[src/rtl/core/sdf_pkg.sv]
// Shared types, constants and width helpers of the segment distance field unit.
// Depends on nothing; every other file of the unit imports it.
package sdf_pkg;

  localparam int unsigned PixelCoordBits = 10;
  localparam int unsigned FractionBits   = 4;
  localparam int unsigned MinWidth       = 40;
  localparam int unsigned QueueDepth     = 4;
  localparam int unsigned CountWidth     = 3;
  localparam logic [7:0]  GainReset      = 8'd4;

  typedef enum logic {
    KIND_DIRECT,
    KIND_DIVIDE
  } kind_e;

  typedef struct packed {
    logic [9:0]         pixel_x;
    logic [9:0]         pixel_y;
    logic signed [15:0] seg_start_x;
    logic signed [15:0] seg_start_y;
    logic signed [15:0] seg_end_x;
    logic signed [15:0] seg_end_y;
    logic               last_segment;
  } in_req_t;

  typedef struct packed {
    logic [7:0] distance_code;
  } out_req_t;

  typedef struct packed {
    logic [CountWidth-1:0] count;
    logic                  empty;
  } qstat_t;

  // Width of a coordinate difference in fixed point, sign included.
  function automatic int unsigned diff_width(int unsigned p, int unsigned f);
    int unsigned pf;
    pf = p + f;
    return ((pf > 15) ? pf : 15) + 2;
  endfunction

  // Width of a sum of two products of differences.
  function automatic int unsigned sum_width(int unsigned p, int unsigned f);
    return 2 * diff_width(p, f) + 1;
  endfunction

endpackage

[src/rtl/core/sdf_queue.sv]
// Short queue of classified entries between the front end and the back end.
// Depends on sdf_pkg for its depth and status type.
module sdf_queue #(
  parameter int unsigned WIDTH = 8
) (
  input  logic             clk_i,
  input  logic             rst_ni,
  input  logic             push_i,
  input  logic [WIDTH-1:0] push_data_i,
  input  logic             pop_i,
  output logic [WIDTH-1:0] pop_data_o,
  output sdf_pkg::qstat_t  qstat_o
);
  import sdf_pkg::*;

  localparam int unsigned AW = $clog2(QueueDepth);

  logic [WIDTH-1:0]      mem_q [QueueDepth];
  logic [AW-1:0]         wp_q, rp_q;
  logic [CountWidth-1:0] count_q;

  always_ff @(posedge clk_i or negedge rst_ni) begin
    if (!rst_ni) begin
      wp_q    <= '0;
      rp_q    <= '0;
      count_q <= '0;
    end else begin
      if (push_i) begin
        wp_q <= wp_q + 1'b1;
      end
      if (pop_i) begin
        rp_q <= rp_q + 1'b1;
      end
      if (push_i && !pop_i) begin
        count_q <= count_q + 1'b1;
      end else if (pop_i && !push_i) begin
        count_q <= count_q - 1'b1;
      end
    end
  end

  always_ff @(posedge clk_i) begin
    if (push_i) begin
      mem_q[wp_q] <= push_data_i;
    end
  end

  assign pop_data_o    = mem_q[rp_q];
  assign qstat_o.count = count_q;
  assign qstat_o.empty = (count_q == '0);

endmodule

[config.mk]
export PLATFORM = sky130hd
export DESIGN_NAME = sdf_queue
export DESIGN_NICKNAME = d
export VERILOG_FILES = /design/src/rtl/core/sdf_pkg.sv /design/src/rtl/core/sdf_queue.sv
export SDC_FILE = /design/constraint.sdc
export NUM_CORES = 1
export LEC_CHECK = 0
export BUFFER_PORTS_ARGS = -buffer_cell sky130_fd_sc_hd__buf_4
export CORE_UTILIZATION = 54
export DETAILED_ROUTE_END_ITERATION = 8
export PLACE_DENSITY = 0.76
export SLEW_MARGIN = 20
export SYNTH_ARGS = -nofsm -noshare
export SYNTH_HDL_FRONTEND = slang
export SYNTH_SLANG_ARGS = --single-unit
[constraint.sdc]
create_clock -name clk_i -period 1.68 [get_ports clk_i]
set_input_delay 0 -clock clk_i [delete_from_list [all_inputs] [get_ports clk_i]]
set_output_delay 0 -clock clk_i [all_outputs]
set_load 0.02 [all_outputs]
==> metrics.txt <==
status=completed; global-route wire length before repair=roughly 3600 microns; warnings from Yosys=0; Top Family by Delay on Critical Path=multiplexers; CTS tree=yes; area leader, netlist=edfxtp_1; Cell Chain, Critical Path=buf_4 -> mux4_2 -> buf_4; internal power=~2.1 mW; clock share of power=0.137; # H-tree levels=2; # rows=19; Yosys top cell area share=0.624; Pwr per Cell Area=approximately 1600 nW/um^2; CP Max Fanout=4; CTS Buf Count=5; share of post-route cells with drive strength above 1=0.358; Seq/Total Area, Yosys=0.738; CTS sink cnt=39; vias in the first global route=around 810; Routed WL=roughly 2400 microns; DPL Wire Length=around 1600 microns; antenna violations before repair=0; Worst Max-Slew Pin Slew=about 0.42 ns; DRC Markers=0; Final Setup Violations=0; clk root buf=clkbuf_4; initial core utilization=0.563; Power, Total=slightly above 3 mW; CP dominant cell by count=buf_4; Req. time, crit path=approximately 1.7 ns; DR vias=approximately 800; Ports=24; Leak=0.746 nW; Setup WS pre-CTS=0.319 ns; Final Hold Violating Endpoints=0; syn nets=between 90 and 100; wire per inst=approximately 16 microns; Cell Area, Synth=approximately 1500 sq um; total grt overflow=0; Core Footprint=2730 sq um; Horiz. Die Dim=roughly 55 microns; design area=about 1900 sq um; #FFs+latches synth=39; Sequential Power Share=0.472; final hold slack=0.402 ns; total track usage=0.166; Min Clock Period, post-route=1.59 ns; CP arrival=approximately 1.6 ns; max_cap viols=0; distinct cell type count after synthesis=16; gpl congestion=0.688; kind of critical path=reg -> out; fmax=roughly 0.63 GHz; setup TNS=0 ns; Hold Path Class=in -> reg; RSZ-0062 raised after global routing=false; clk buf depth=2; Die ar.=a little over 3000 sq um; clock skew=approximately 0.017 ns; syn avg cell area=20.5 sq um; port bufs=23; CP Capture Type=output port; pin count of the biggest net entering global routing=13; Switch Pwr=between 1 and 1.5 mW; Starting DRT DRC Count=6; CP max stage delay=slightly above 0.5 ns; Sw Ratio=0.328; number of diodes=0; Cells after Synth=75; clock slew at reported path FFs=roughly 0.11 ns; Critical-path top delay cell=mux4_2; 1st-pass router iterations=4; vias per inst=~5.3; WP buf/inv=2; slew margin rel.=0.719; DP Area=1750 sq um; kind of start point of the critical path=register; Detail Route Antenna Nets=0; Clock Latency Late Sink=between 0.3 and 0.4 ns; Layout area overhead=25.8%; Peak VDD IR=1380 uV; top cells by area, synth=edfxtp_1 62%, mux4_2 12%, dfrtp_1 11%; Logic pwr share=0.391; Setup WS post-layout=a little under 0.09 ns; share of the clock period used by the worst path=0.948; Net count, final=approximately 140; Max Slew Vio Count=0; Die Ht=55.4 microns
-- metal layers --
metal,wire length (microns),global-route usage,vias to the layer above
li1,-,-,372
met1,938,0.189,405
met2,1370,0.281,17
met3,80,0.0726,4
met4,33,0.0536,0
met5,0,0,-
-- timing repair --
action,CTS,global route
resized for setup,1,0
hold buffers,12,0
setup buffers,0,2
endpoints found under the hold margin,43,0
endpoints found under the setup margin,4,4
pin swaps,0,0
-- cells by family (layout without fill, tap and decap cells) --
group / count (synthesis) / in the layout / synth area share
xor+xnor: 6 / 6 / 0.0341
compound gates: 1 / 1 / 0.00325
buf+inv: 6 / 51 / 0.0203
flops: 39 / 39 / 0.738
mux: 9 / 9 / 0.124
fa+ha+maj: 6 / 6 / 0.0536
simple gates: 8 / 8 / 0.0268
-- per-stage QoR --
| stage | instances | utilization |
|---|---|---|
| 3_3_place_gp | 129 | 0.640 |
| 3_5_place_dp | 129 | 0.640 |
| 5_1_grt | 151 | 0.708 |
| 4_1_cts | 149 | 0.703 |
| 2_1_floorplan | 75 | - |
| 6_report | 151 | 0.708 |
-- cell usage after synthesis --
library cell and n:
and2_1 4, buf_2 1, buf_6 1, dfrtp_1 7, edfxtp_1 32, fa_1 1, ha_1 5, inv_1 4
mux2_2 1, mux4_2 8, nand2_1 2, nor2_1 1, nor3_1 1, o21ai_0 1, xnor2_1 2, xor2_1 4
-- layout by cell type, fill, tap and decap left out, types with 2 or more instances in the layout --
cell	n
ha_1	5
and2_1	4
nand2_1	2
clkbuf_4	5
dlygate4sd3_1	12
xor2_1	4
edfxtp_1	32
mux4_2	8
inv_1	4
xnor2_1	2
dfrtp_1	6
buf_4	27
-- path summary, 6_finish.rpt --
check                                             from                     end  slack [ns]  depth (start not counted)
worst max-delay path               rp_q[0]$_DFFE_PN0P_           pop_data_o[0]        0.09                          3
worst min-delay path                    push_data_i[2]   mem_q[3][2]$_DFFE_PP_        0.40                          2
worst max register to register     wp_q[0]$_DFFE_PN0P_   mem_q[0][0]$_DFFE_PP_        0.31                          3
worst min register to register  count_q[2]$_DFFE_PN0P_  count_q[2]$_DFFE_PN0P_        0.51                          1
max in group asynchronous                       rst_ni     rp_q[0]$_DFFE_PN0P_        0.75                          3
min in group asynchronous                       rst_ni     wp_q[0]$_DFFE_PN0P_        0.65                          3
-- power groups by stage --
stage | Clock, mW | Sequential, mW | Combinational [mW]
floorplan | 0 | 1.45 | 0.758
global placement | 0 | 1.47 | 1.12
detailed placement | 0 | 1.49 | 1.14
CTS | 0.440 | 1.47 | 1.17
global route | 0.473 | 1.48 | 1.30
finish | 0.424 | 1.46 | 1.21
-- area by class of cell --
type	instances	area (sq um)
tap	31	38.8
timing repair buffer	39	323
fill	163	797
multi-input combinational	30	373
clock inverter	2	8.76
clock buffer	6	41.3
inverter	4	15.0
sequential	39	1140
-- flip-flops by register name, indices dropped and copies added, names as in the netlist --
| signal | flops |
|---|---|
| rp_q | 2 |
| wp_q | 2 |
| count_q | 3 |
| mem_q | 32 |
Note: power is estimated with default switching activity, not from simulation.
